## config.mk

```make
export PLATFORM = sky130hd
export DESIGN_NAME = tag_presence_tracker_top
export DESIGN_NICKNAME = d
export VERILOG_FILES = /design/src/hw/rtl/tpt_pkg.sv /design/src/hw/rtl/tag_presence_tracker_top.sv /design/src/hw/rtl/tpt_cfg_regs.sv /design/src/hw/rtl/tpt_poll_stage.sv /design/src/hw/rtl/tpt_tracker.sv
export SDC_FILE = /design/constraint.sdc
export NUM_CORES = 1
export LEC_CHECK = 0
export CAP_MARGIN = 20
export CORE_ASPECT_RATIO = 0.8
export CORE_MARGIN = 2
export CORE_UTILIZATION = 25
export CTS_CLUSTER_DIAMETER = 80
export DETAILED_ROUTE_END_ITERATION = 10
export DONT_BUFFER_PORTS = 1
export PLACE_DENSITY_LB_ADDON = 0.12
export SYNTH_ARGS = -nofsm -noshare
export SYNTH_HDL_FRONTEND = slang
export SYNTH_SLANG_ARGS = --single-unit
```

## constraint.sdc

```tcl
create_clock -name clk -period 4.8 [get_ports clk]
set_input_delay 0.96 -clock clk [delete_from_list [all_inputs] [get_ports clk]]
set_output_delay 0.96 -clock clk [all_outputs]
set_load 0.03 [all_outputs]
```

## src/hw/rtl/tpt_pkg.sv

```systemverilog
// ----------------------------------------------------------------------------
// tpt_pkg
// types and constants shared by the tag presence tracker modules
// ----------------------------------------------------------------------------
`default_nettype none

package tpt_pkg;

	// presence machine states
	typedef enum logic [1:0] {
		ST_ABSENT   = 2'd0,
		ST_DETECTED = 2'd1,
		ST_PRESENT  = 2'd2,
		ST_REMOVED  = 2'd3
	} presence_state_t;

	// configuration register indexes
	typedef enum logic [1:0] {
		CFG_READER_ENABLED      = 2'd0,
		CFG_DEBOUNCE_MS         = 2'd1,
		CFG_PRESENCE_FAIL_LIMIT = 2'd2,
		CFG_ABSENCE_TIMEOUT_MS  = 2'd3
	} cfg_index_t;

	localparam int CFG_DATA_W = 16;

	// misses tolerated while detected before falling back to absent
	localparam logic [7:0] DETECT_MISS_LIMIT = 8'd2;
	localparam logic [7:0] MISS_COUNT_MAX    = 8'hFF;

	// configuration reset values
	localparam logic        RST_READER_ENABLED      = 1'b0;
	localparam logic [15:0] RST_DEBOUNCE_MS         = 16'd100;
	localparam logic [7:0]  RST_PRESENCE_FAIL_LIMIT = 8'd3;
	localparam logic [15:0] RST_ABSENCE_TIMEOUT_MS  = 16'd500;

	// one poll beat
	typedef struct packed {
		logic        tag_seen;
		logic [3:0]  uid_length;
		logic [63:0] uid_low;
		logic [15:0] uid_high;
		logic [31:0] now_ms;
	} poll_t;

	// one result beat
	typedef struct packed {
		logic [1:0] presence;
		logic       read_request;
		logic       uid_cleared;
		logic [3:0] stored_uid_length;
	} result_t;

	// live configuration
	typedef struct packed {
		logic        reader_enabled;
		logic [15:0] debounce_ms;
		logic [7:0]  presence_fail_limit;
		logic [15:0] absence_timeout_ms;
	} cfg_t;

endpackage

`default_nettype wire

```

## src/hw/rtl/tag_presence_tracker_top.sv

```systemverilog
// ----------------------------------------------------------------------------
// tag_presence_tracker_top
// tracks a tag in front of a reader from a stream of poll results
// ----------------------------------------------------------------------------
//
//   channel   handshake                 beat
//   -------   -----------------------   --------------------------------------
//   poll      poll_valid / poll_stall   poll_t: seen flag, uid, length, time
//   result    result_valid / result_    result_t: state, read request,
//             stall                     cleared flag, stored length
//   cfg       cfg_valid / cfg_ready     register index and write data
//
// one poll beat per cycle sustained while the result side does not stall; a poll
// taken into the input register passes to the result register (state update and
// result) when the tracker takes it, and its result beat is handed on from there
// the state update is one pass of short logic: a 32-bit time difference and
// compare, and an identifier compare masked to the clamped length
// reset clears the presence state, stored identifier, timestamps, miss count
// and the configuration to its defaults; no sweep is needed after reset
// a stalled result holds the input register, which then stalls the poll side
// cfg_ready is always high; writes take effect on the next beat processed
// ----------------------------------------------------------------------------
`default_nettype none

module tag_presence_tracker_top
	import tpt_pkg::*;
#(
	parameter int MAX_UID_BYTES = 10
) (
	input  wire logic                  clk,
	input  wire logic                  arst_n,
	// poll beats in
	input  wire logic                  poll_valid,
	output logic                       poll_stall,
	input  wire poll_t                 poll,
	// result beats out
	output logic                       result_valid,
	input  wire logic                  result_stall,
	output result_t                    result,
	// register writes
	input  wire logic                  cfg_valid,
	output logic                       cfg_ready,
	input  wire logic [1:0]            cfg_index,
	input  wire logic [CFG_DATA_W-1:0] cfg_data
);

	cfg_t  cfg;
	logic  valid_s1;
	poll_t poll_s1;
	logic  take;

	// register bank
	tpt_cfg_regs u_cfg_regs (
		.clk       (clk),
		.arst_n    (arst_n),
		.cfg_valid (cfg_valid),
		.cfg_ready (cfg_ready),
		.cfg_index (cfg_index),
		.cfg_data  (cfg_data),
		.cfg       (cfg)
	);

	// input register, drains whenever the tracker takes its beat
	tpt_poll_stage u_poll_stage (
		.clk        (clk),
		.arst_n     (arst_n),
		.poll_valid (poll_valid),
		.poll_stall (poll_stall),
		.poll       (poll),
		.take       (take),
		.valid_s1   (valid_s1),
		.poll_s1    (poll_s1)
	);

	// presence machine; state advances only when a result beat is written
	tpt_tracker #(
		.MAX_UID_BYTES (MAX_UID_BYTES)
	) u_tracker (
		.clk          (clk),
		.arst_n       (arst_n),
		.cfg          (cfg),
		.valid_s1     (valid_s1),
		.poll_s1      (poll_s1),
		.take         (take),
		.result_valid (result_valid),
		.result_stall (result_stall),
		.result       (result)
	);

endmodule

`default_nettype wire

```

## src/hw/rtl/tpt_cfg_regs.sv

```systemverilog
// ----------------------------------------------------------------------------
// tpt_cfg_regs
// configuration register bank, written one register per beat
// ----------------------------------------------------------------------------
`default_nettype none

module tpt_cfg_regs
	import tpt_pkg::*;
(
	input  wire logic                  clk,
	input  wire logic                  arst_n,
	input  wire logic                  cfg_valid,
	output logic                       cfg_ready,
	input  wire logic [1:0]            cfg_index,
	input  wire logic [CFG_DATA_W-1:0] cfg_data,
	output cfg_t                       cfg
);

	cfg_t cfg_q;

	assign cfg_ready = 1'b1;
	assign cfg       = cfg_q;

	always_ff @(posedge clk or negedge arst_n) begin
		if (!arst_n) begin
			cfg_q.reader_enabled      <= RST_READER_ENABLED;
			cfg_q.debounce_ms         <= RST_DEBOUNCE_MS;
			cfg_q.presence_fail_limit <= RST_PRESENCE_FAIL_LIMIT;
			cfg_q.absence_timeout_ms  <= RST_ABSENCE_TIMEOUT_MS;
		end else if (cfg_valid && cfg_ready) begin
			case (cfg_index_t'(cfg_index))
				CFG_READER_ENABLED:      cfg_q.reader_enabled      <= cfg_data[0];
				CFG_DEBOUNCE_MS:         cfg_q.debounce_ms         <= cfg_data[15:0];
				CFG_PRESENCE_FAIL_LIMIT: cfg_q.presence_fail_limit <= cfg_data[7:0];
				CFG_ABSENCE_TIMEOUT_MS:  cfg_q.absence_timeout_ms  <= cfg_data[15:0];
				default: ;
			endcase
		end
	end

endmodule

`default_nettype wire

```

## src/hw/rtl/tpt_poll_stage.sv

```systemverilog
// ----------------------------------------------------------------------------
// tpt_poll_stage
// input register for poll beats, refilled in the cycle it drains
// ----------------------------------------------------------------------------
`default_nettype none

module tpt_poll_stage
	import tpt_pkg::*;
(
	input  wire logic  clk,
	input  wire logic  arst_n,
	input  wire logic  poll_valid,
	output logic       poll_stall,
	input  wire poll_t poll,
	input  wire logic  take,
	output logic       valid_s1,
	output poll_t      poll_s1
);

	logic load;

	// hold off only while a beat sits here and cannot move on
	assign poll_stall = valid_s1 && !take;
	assign load       = poll_valid && !poll_stall;

	always_ff @(posedge clk or negedge arst_n) begin
		if (!arst_n) begin
			valid_s1 <= 1'b0;
		end else if (load) begin
			valid_s1 <= 1'b1;
		end else if (take) begin
			valid_s1 <= 1'b0;
		end
	end

	always_ff @(posedge clk) begin
		if (load) begin
			poll_s1 <= poll;
		end
	end

endmodule

`default_nettype wire

```

## src/hw/rtl/tpt_tracker.sv

```systemverilog
// ----------------------------------------------------------------------------
// tpt_tracker
// presence state machine, stored identifier and result register
// ----------------------------------------------------------------------------
`default_nettype none

module tpt_tracker
	import tpt_pkg::*;
#(
	parameter int MAX_UID_BYTES = 10
) (
	input  wire logic  clk,
	input  wire logic  arst_n,
	input  wire cfg_t  cfg,
	input  wire logic  valid_s1,
	input  wire poll_t poll_s1,
	output logic       take,
	output logic       result_valid,
	input  wire logic  result_stall,
	output result_t    result
);

	localparam int         UID_W   = 8 * MAX_UID_BYTES;
	localparam logic [3:0] MAX_LEN = 4'(MAX_UID_BYTES);

	presence_state_t   state_q, state_n;
	logic [UID_W-1:0]  uid_q, uid_n;
	logic [3:0]        len_q, len_n;
	logic [31:0]       last_seen_q, last_seen_n;
	logic [31:0]       first_seen_q, first_seen_n;
	logic [7:0]        miss_q, miss_n;
	logic              result_valid_q;
	result_t           result_q;

	logic [3:0]        len_c;
	logic [79:0]       uid_raw;
	logic [UID_W-1:0]  mask;
	logic [UID_W-1:0]  uid_in;
	logic              same;
	logic [7:0]        miss_inc;
	logic [31:0]       since_first;
	logic [31:0]       since_last;
	logic              timed_out;
	logic              read_req;
	logic              cleared;

	assign take         = valid_s1 && (!result_valid_q || !result_stall);
	assign result_valid = result_valid_q;
	assign result       = result_q;

	// byte mask from the clamped length
	always_comb begin
		len_c   = (poll_s1.uid_length > MAX_LEN) ? MAX_LEN : poll_s1.uid_length;
		uid_raw = {poll_s1.uid_high, poll_s1.uid_low};
		for (int b = 0; b < MAX_UID_BYTES; b++) begin
			mask[b*8 +: 8] = {8{4'(b) < len_c}};
		end
		uid_in      = uid_raw[UID_W-1:0] & mask;
		same        = (len_q == len_c) && ((uid_q & mask) == uid_in);
		miss_inc    = (miss_q == MISS_COUNT_MAX) ? miss_q : miss_q + 8'd1;
		since_first = poll_s1.now_ms - first_seen_q;
		since_last  = poll_s1.now_ms - last_seen_q;
		timed_out   = since_last > {16'd0, cfg.absence_timeout_ms};
	end

	always_comb begin
		state_n      = state_q;
		uid_n        = uid_q;
		len_n        = len_q;
		last_seen_n  = last_seen_q;
		first_seen_n = first_seen_q;
		miss_n       = miss_q;
		read_req     = 1'b0;
		cleared      = 1'b0;
		if (cfg.reader_enabled) begin
			if (poll_s1.tag_seen) begin
				uid_n       = uid_in;
				len_n       = len_c;
				last_seen_n = poll_s1.now_ms;
				miss_n      = '0;
				case (state_q)
					ST_ABSENT: begin
						state_n      = ST_DETECTED;
						first_seen_n = poll_s1.now_ms;
					end
					ST_DETECTED: begin
						if (since_first > {16'd0, cfg.debounce_ms}) begin
							state_n  = ST_PRESENT;
							read_req = 1'b1;
						end
					end
					ST_PRESENT: begin
						// new identifier: store, then drop it straight away
						if (!same) begin
							state_n      = ST_DETECTED;
							first_seen_n = poll_s1.now_ms;
							uid_n        = '0;
							len_n        = '0;
							cleared      = 1'b1;
						end
					end
					default: begin
						state_n      = ST_DETECTED;
						first_seen_n = poll_s1.now_ms;
					end
				endcase
			end else if (state_q != ST_ABSENT) begin
				miss_n = miss_inc;
				case (state_q)
					ST_DETECTED: begin
						if (miss_inc > DETECT_MISS_LIMIT) begin
							state_n = ST_ABSENT;
							uid_n   = '0;
							len_n   = '0;
							cleared = 1'b1;
						end
					end
					ST_PRESENT: begin
						if (miss_inc >= cfg.presence_fail_limit || timed_out) begin
							state_n = ST_REMOVED;
							uid_n   = '0;
							len_n   = '0;
							cleared = 1'b1;
						end
					end
					ST_REMOVED: begin
						if (timed_out) begin
							state_n = ST_ABSENT;
						end
					end
					default: ;
				endcase
			end
		end
	end

	always_ff @(posedge clk or negedge arst_n) begin
		if (!arst_n) begin
			state_q        <= ST_ABSENT;
			uid_q          <= '0;
			len_q          <= '0;
			last_seen_q    <= '0;
			first_seen_q   <= '0;
			miss_q         <= '0;
			result_valid_q <= 1'b0;
		end else begin
			if (take) begin
				state_q        <= state_n;
				uid_q          <= uid_n;
				len_q          <= len_n;
				last_seen_q    <= last_seen_n;
				first_seen_q   <= first_seen_n;
				miss_q         <= miss_n;
				result_valid_q <= 1'b1;
			end else if (!result_stall) begin
				result_valid_q <= 1'b0;
			end
		end
	end

	always_ff @(posedge clk) begin
		if (take) begin
			result_q.presence          <= state_n;
			result_q.read_request      <= read_req;
			result_q.uid_cleared       <= cleared;
			result_q.stored_uid_length <= len_n;
		end
	end

endmodule

`default_nettype wire

```

## Word level (Yosys, flattened, before mapping)

Index checks and enable logic that the tools add are counted.
Widths: inputs -> output; s select.

- Bits of input ports: 140
- Register bits after elaboration: 326
- Logic and storage cells: 122
- Output and inout port bits: 11

- Mux-type cells: 43
- Order comparisons: 15
- $add $sub $neg: 3
- Equal/unequal tests: 13
- Reductions and logical operators: 24
- Bitwise gates (word level): 3

Operator list:

| cell | count |
|---|---|
| $mux 80 | 6 |
| $and 80x80->80 | 2 |
| $pmux 80 s2 | 1 |
| $eq 80x80->1 | 1 |
| $gt 32x16->1 | 2 |
| $pmux 32 s2 | 1 |
| $sub 32x32->32 | 2 |
| $mux 32 | 1 |
| $mux 4 | 8 |
| $mux 8 | 3 |
| $lt 3x4->1 const A | 4 |
| $mux 2 | 8 |
| $mux 1 | 11 |
| $reduce_and 3->1 | 3 |
| $add 8x1->8 const B | 1 |
| $eq 2x2->1 const B | 4 |
| $eq 8x8->1 const B | 1 |
| $ge 8x8->1 | 1 |
| $gt 8x2->1 const B | 1 |
| $lt 1x4->1 const A | 2 |
| $lt 2x4->1 const A | 2 |
| $lt 4x4->1 const A | 2 |
| $pmux 4 s2 | 1 |
| $reduce_and 2->1 | 4 |
| 18 further kinds | 29 |

## Logic depth before layout (Yosys ltp)

Gate-level depths: netlist of the first run.

- Word-level depth: 10
- Mapped depth: 20
- Gate-level depth less buffers: 20

## Cells and area by module

From an unflattened synthesis of the first run, not the netlist that was laid out.

- Cells, all modules: 1645
- Area total of the unflattened synthesis: 18172.4 sq um

By module, submodules not included:

| module | area each (sq um) | seq. area each (sq um) | times used | cells each |
|---|---|---|---|---|
| tpt_tracker | 12934.9 | 4219.0 | 1 | 1433 |
| tpt_poll_stage | 3570.9 | 3538.4 | 1 | 122 |
| tpt_cfg_regs | 1666.6 | 1039.7 | 1 | 90 |

## Worst setup path before layout of the first run

Ideal clock, no wire load.

- Path type: reg-to-reg
- Start: register u_poll_stage.poll_s1[0] (netlist name)
- End: register u_tracker.uid_q[40]
- Path slack: 0.440 ns
- Arrival time: 4.292 ns
- Library setup time: 0.068 ns
- Cell stages (with the launch flop): 21
- Path buffers: 1
- Required time: 4.732 ns
- Period minus slack after synthesis: 4.360 ns
- Cells stage by stage: edfxtp_1 inv_1 ha_1 fa_1 nand2b_1 a21o_1 a211o_1 a21oi_1 xor2_1 ha_1 a21oi_1 a21boi_0 nor4bb_1 o311ai_0 a2111oi_2 nand4_2 nor4b_4 a21oi_2 o21ai_4 buf_6 a22o_1

- Word-level cells in the longest chain between the ends: 5

Ends and longest elaborated chain:

| item | line | RTL |
|---|---|---|
| $sub 32x32->32 | tpt_tracker.sv:62 | `since_last = poll_s1.now_ms - last_seen_q;` |
| $gt 32x16->1 | tpt_tracker.sv:63 | `timed_out = since_last > {16'd0, cfg.absence_timeout_ms};` |
| $logic_or 1x1->1 | tpt_tracker.sv:119 | `if (miss_inc >= cfg.presence_fail_limit \|\| timed_out) begin` |
| $ne 3x2->1 (no source line) | -- |  |
| $reduce_and 6->1 (no source line) | -- |  |
| to (signal assigned) | tpt_tracker.sv:149 | `uid_q <= uid_n;` |
| to (decl) | tpt_tracker.sv:27 | `logic [UID_W-1:0] uid_q, uid_n;` |

Every way passes these cells.
A chain may end at the register's enable or synchronous reset.

## Worst setup path in the final report of the first run

- Start: register u_poll_stage.poll_s1[1] (netlist name)
- End: register u_tracker.uid_q[39]

- Word-level cells in the longest chain between the ends: 5

Ends and longest elaborated chain:

| item | line |
|---|---|
| $sub 32x32->32 | tpt_tracker.sv:62 |
| $gt 32x16->1 | tpt_tracker.sv:63 |
| $logic_or 1x1->1 | tpt_tracker.sv:119 |
| $ne 3x2->1 (no source line) | -- |
| $reduce_and 6->1 (no source line) | -- |

Every way passes these cells.

==> flow_metrics.tcl, run 1 <==
set metrics [dict create \
    status "completed" \
    firstDrtPassIters 4 \
    cts_tree "built" \
    maxCapViolCount 0 \
    cp_max_fo 8 \
    grt_max_degree 202 \
    drtIter0Drc 874 \
    synth_top_area_frac 0.263 \
    fin_ws_ps 19.3 \
    ant_nets 0 \
    clock_power_share 0.255 \
    synth_simple_gate_area_frac 0.106 \
    timing.rr.start "u_poll_stage.poll_s1[1]$_DFFE_PP_" \
    hold_buffers 0 \
    cts-root-buf "clkbuf_16" \
    p_total_mw 13.3 \
    relSlewSlack 0.328 \
    drt_drc_violations_left 0 \
    synth_common_cells "dfrtp_1 (190), inv_1 (132), edfxtp_1 (125), nand2_1 (115), ha_1 (108)" \
    grt_antenna_before_repair 6 \
    core.rowCount 88 \
    place_hpwl_um 38900 \
    yosys.area_share.adder 0.0771 \
    peakVddDrop_mv 0.225 \
    drive_above_1_share 0.179 \
    num_vias 13000 \
    crit_type "reg2reg" \
    port_buffers 0 \
    ys_seq_elements 326 \
    skew_ps 23.3 \
    place.gp.congestion 0.838 \
    pre_cts_ws_ps -221 \
    synth_ff_type "dfrtp_1" \
    yosysMostFrequentCell "dfrtp_1" \
    drv_slew 0 \
    viasPerCell 4.74 \
    fin_crit_ps 4780 \
    cts_max_path_buffers 3 \
    grt_first_pass_wirelength_um 82000 \
    muxShareOfSynthArea 0.0471 \
    p_sw_mw 4.98 \
    fp.dieW_um 304 \
    finalNetCount 2006 \
    core-area_um2 71800 \
    wire_per_inst_um 19.2 \
    worstSetupStartpointType "register" \
    synthTopCellsByArea "dfrtp_1 (26%), edfxtp_1 (21%), ha_1 (7.5%)" \
    synth_fp_nets 1906 \
    p_seq_frac 0.306 \
    synth_area_um2 18000 \
    cp-end-kind "register" \
    p_comb_frac 0.439 \
    cts_buffers 43 \
    synth_top_family_by_area "compound AO/OA/AOI/OAI gates" \
    overflow 0 \
    min_period_over_period 0.996 \
    drt-total-wl_um 52500 \
    switching_share 0.375 \
    initial_core_util 0.251 \
    path_clk_slew_ps 60 \
    syn-mean-instance-area_um2 10.9 \
    synth-edff-count 125 \
    p_int_mw 8.30 \
    synthCells 1656 \
    tightest_slew_ps 1000 \
    cts_sinks 326 \
    die_h_um 244 \
    leakagePower_nw 9.14 \
    pin_count 151 \
    setup_viol 0 \
    ys_seq_area_frac 0.487 \
    clock_latency_ps 570 \
    synth_cell_types 87 \
    ys_async_sr_fraction 0.617 \
    synth_top_area_cell "dfrtp_1" \
    ff2ff_path_depth 21 \
    setup.worst_path.start "u_poll_stage.poll_s1[1]$_DFFE_PP_" \
    area_growth_pct 20.2 \
    htree_num_levels 2 \
    yosysWarnings 0 \
    timing.fmax_mhz 209 \
    fp.dieArea_um2 74400 \
    powerDensity_nw_per_um2 613 \
    rsz0062_at_grt "yes" \
    track_usage 0.141 \
    crit_arrival_ps 5290 \
    synth_xor_area_frac 0.0587 \
    hold_violations 0 \
    synth-compound-area-share 0.183 \
    cp_data_required_time_ps 5300 \
    grt_pass1_vias 13300 \
    hp-class "in2async" \
]
-- worst max-delay path, cell delays in order (launching register included) --
cell and delay, ps:
edfxtp_1 390, buf_4 150, ha_1 260, and2b_2 180, o2111ai_4 170, a2111oi_4 460, nor2_1 120, o21ai_1 160
xor2_1 250, ha_1 290, a21boi_4 150, nor4bb_4 290, o311ai_2 150, a2111oi_2 270, nand4_2 180, nor4b_4 420
a21oi_2 120, o21ai_4 160, buf_12 150, buf_12 140, clkbuf_16 150, a22o_1 130
-- final timing paths --
path | slack [ps] | endpoint
setup / recovery | 20 | u_tracker.uid_q[39]$_DFFE_PN0P_
hold / removal | 100 | u_tracker.first_seen_q[18]$_DFFE_PN0P_
setup reg to reg | 20 | u_tracker.uid_q[39]$_DFFE_PN0P_
hold reg to reg | 490 | u_tracker.result_valid$_DFFE_PN0P_
max in group asynchronous | 4200 | u_cfg_regs.cfg[26]$_DFFE_PN1P_
min in group clk | 480 | u_poll_stage.poll_s1[33]$_DFFE_PP_
-- state kept, by name (all words and copies together), names as in the netlist --
register / cells
u_cfg_regs.cfg: 41
u_poll_stage.poll_s1: 117
u_poll_stage.valid_s1: 1
u_tracker.first_seen_q: 32
u_tracker.last_seen_q: 32
u_tracker.len_q: 4
u_tracker.miss_q: 8
u_tracker.result: 8
u_tracker.result_valid: 1
u_tracker.state_q: 2
u_tracker.uid_q: 80
-- power by group through the flow --
stage | logic [mW] | clock network (mW) | registers [mW]
6_report | 5.84 | 3.38 | 4.07
5_1_grt | 6.52 | 3.63 | 4.15
4_1_cts | 5.66 | 3.52 | 4.07
3_5_place_dp | 5.45 | 0 | 4.11
3_3_place_gp | 5.41 | 0 | 4.11
2_1_floorplan | 3.87 | 0 | 3.97
-- metrics by stage --
stage | setup TNS (ps) | hold slack, ps | std cells | utilization | area, µm²
finish | 0 | 104 | 2737 | 0.302 | 21700
floorplan | 0 | 454 | 1656 | - | 18000
global placement | -8070 | 465 | 2633 | 0.273 | 19600
global route | -20430 | 69.0 | 2736 | 0.302 | 21700
CTS | -3100 | 61.5 | 2727 | 0.298 | 21400
detailed placement | -16420 | 478 | 2633 | 0.273 | 19600
-- logic make-up after synthesis --
logic type / Yosys count
AO/OA/AOI/OAI: 467
AND/OR/NAND/NOR: 379
flip-flops: 326
buffers and inverters: 176
XOR/XNOR: 121
adder cells (fa/ha/maj): 110
multiplexers: 76
other: 1
-- per-layer routing --
layer	global-route usage	vias to the layer above	part of all wire
li1	-	6323	-
met1	0.206	6348	0.50
met2	0.210	219	0.43
met3	0.0327	65	0.050
met4	0.0323	10	0.017
met5	0	-	0.0012
-- what timing repair did --
item                                    CTS  global route
buffers inserted                         12             9
endpoints found under the setup margin   94            94
pin swaps                                44            68
gates cloned                              3             2
gates resized for setup                  33            38
-- placed cells by master (no fill, tap or decap), types with 15 or more instances in the layout --
| cell type | Yosys | final |
|---|---|---|
| xnor2_1 | 48 | 45 |
| buf_4 | 1 | 81 |
| nor2_1 | 73 | 71 |
| nor4_1 | 16 | 16 |
| nand2b_1 | 16 | 15 |
| ha_1 | 108 | 99 |
| a21o_1 | 37 | 37 |
| a21oi_1 | 99 | 93 |
| dfrtp_1 | 190 | 190 |
| nand2_1 | 115 | 113 |
| inv_1 | 132 | 131 |
| and3_1 | 20 | 19 |
| a22o_1 | 81 | 81 |
| o211ai_1 | 21 | 21 |
| mux2_2 | 72 | 72 |
| nor3_1 | 27 | 25 |
| clkbuf_16 | 0 | 46 |
| edfxtp_1 | 125 | 125 |
| o21ai_0 | 88 | 85 |
| nand3_1 | 23 | 23 |
| nand4_1 | 33 | 33 |
| xor2_1 | 73 | 73 |
-- area by class of cell --
type / instances / area [µm²]
timing repair buffer: 99 / 951
multi-input combinational: 1154 / 8770
clock inverter: 26 / 312
inverter: 132 / 495
antenna: 1 / 2.50
clock buffer: 54 / 1180
tap: 945 / 1180
fill: 7447 / 50100
sequential: 326 / 8800
Power figures use the tool's default switching activity.
==> inputs of run 2 (changes only) <==
Settings changed: REMOVE_ABC_BUFFERS set to 1.
==> flow_metrics.tcl, run 2 (synthesis gave the netlist of run 1 again) <==
set metrics [dict create \
    whs_ps 82.1 \
    ant_nets 0 \
    grt_max_degree 202 \
    wire_per_inst_um 19.3 \
    cts_max_path_buffers 3 \
    worstSetupStartpointType "register" \
    drtIter0Drc 825 \
    cts_tree "built" \
    timing.fmax_mhz 218 \
    cp_slowest_stage_delay_ps 370 \
    timing.rr.start "u_poll_stage.poll_s1[0]$_DFFE_PP_" \
    die_h_um 244 \
    hp-class "in2async" \
    drt-total-wl_um 52400 \
    grt_antenna_before_repair 3 \
    port_buffers 0 \
    cpLargestDelayFamily "simple AND/OR/NAND/NOR gates" \
    skew_ps 55.2 \
    initial_core_util 0.251 \
    rsz0062_at_grt "yes" \
    cp-end-kind "register" \
    cp_max_fo 16 \
    place_hpwl_um 38100 \
    path_clk_slew_ps 60 \
    core-area_um2 71800 \
    relSlewSlack 0.338 \
    peakVddDrop_mv 0.241 \
    slowest_stage "nor4b_4" \
    setup.worst_path.start "u_poll_stage.poll_s1[0]$_DFFE_PP_" \
    hold_violations 0 \
    p_total_mw 12.9 \
    setup_viol 0 \
    grt_pass1_vias 13000 \
    drv_slew 0 \
    cp_data_required_time_ps 5320 \
    firstDrtPassIters 7 \
    drt_drc_violations_left 0 \
    cp_num_buf_inv 4 \
    overflow 0 \
    min_period_over_period 0.956 \
    finalNetCount 1989 \
    drive_above_1_share 0.172 \
    largest-register "u_poll_stage.poll_s1" \
    cts-root-buf "clkbuf_16" \
    leakagePower_nw 9.00 \
    tightest_slew_ps 991 \
    powerDensity_nw_per_um2 603 \
    crit_chain "inv_2 -> ha_4 -> fa_2 -> nand2b_4 -> a21o_1 -> a211o_1 -> buf_6 -> nor2b_4 -> xnor2_1 -> ha_1 -> nand4_1 -> nor3_2 -> nor2b_2 -> o311ai_2 -> a2111oi_2 -> nand4_2 -> nor4b_4 -> a21oi_2 -> o21ai_4 -> buf_12 -> buf_16 -> a22o_1" \
    area_growth_pct 18.7 \
    clock_latency_ps 600 \
    crit_arrival_ps 5110 \
    maxCapViolCount 0 \
    crit_type "reg2reg" \
    final_common_cell "dfrtp_1" \
    core.rowCount 88 \
    cts_sinks 326 \
    pin_count 151 \
    num_vias 13000 \
    viasPerCell 4.77 \
    htree_num_levels 2 \
    fp.dieArea_um2 74400 \
    cts_buffers 42 \
    fp.dieW_um 304 \
    track_usage 0.139 \
    grt_first_pass_wirelength_um 80400 \
    fin_crit_ps 4590 \
    layout_common_cells "dfrtp_1 (190), inv_1 (129), edfxtp_1 (125), nand2_1 (113), ha_1 (99)" \
    status "completed" \
    place.gp.congestion 0.817 \
    largest_register_ffs 117 \
]
==> run 2: area by class of cell <==
class / instances / area (µm²)
Fill cell: 7417 / 50400
Sequential cell: 326 / 8800
Multi-Input combinational cell: 1154 / 8770
Tap cell: 945 / 1180
Clock buffer: 57 / 1170
Timing Repair Buffer: 83 / 783
Inverter: 132 / 495
Clock inverter: 20 / 220
Antenna cell: 2 / 5.00
==> run 2: power breakdown <==
| part | switching [mW] | total [mW] | leakage [nW] | internal (mW) |
|---|---|---|---|---|
| clock | 1.29 | 3.18 | 0.671 | 1.89 |
| combinational | 3.15 | 5.66 | 4.64 | 2.52 |
| sequential | 0.478 | 4.08 | 3.69 | 3.60 |
==> run 2: layer usage <==
metal  part of all wire  vias to the layer above  routed length, µm  global-route usage
li1                   -                     6298                  -                   -
met1               0.50                     6360              26100               0.200
met2               0.43                      244              22700               0.209
met3              0.051                       57               2700              0.0320
met4              0.017                        2                903              0.0354
met5            0.00031                        -                 16                   0
==> run 2: final timing paths <==
kind                       slack, ps  cells after the start                                     end
max                              210                     22         u_tracker.uid_q[42]$_DFFE_PN0P_
min                               80                      0  u_tracker.first_seen_q[13]$_DFFE_PN0P_
max reg2reg                      210                     22         u_tracker.uid_q[42]$_DFFE_PN0P_
min reg2reg                      480                      1      u_tracker.result_valid$_DFFE_PN0P_
max in group asynchronous       4380                      0          u_cfg_regs.cfg[17]$_DFFE_PN1P_
min in group clk                 450                      0      u_poll_stage.poll_s1[49]$_DFFE_PP_
==> run 2: through the flow <==
step,cell area (µm²),utilization,setup slack [ps],TNS [ps],cells
2_1_floorplan,17800,-,-266,-20630,1612
3_3_place_gp,19500,0.272,-88.2,-4340,2620
3_5_place_dp,19500,0.272,-141,-8160,2620
4_1_cts,21100,0.294,-8.71,-46.0,2707
5_1_grt,21400,0.298,-79.7,-3490,2719
6_report,21400,0.298,210,0,2719
==> run 2: what timing repair did <==
item	CTS	global route
cloned	3	2
buffers inserted	7	10
setup endpoints to repair	87	94
resized for setup	19	50
hold buffers	0	0
pin swaps	17	48
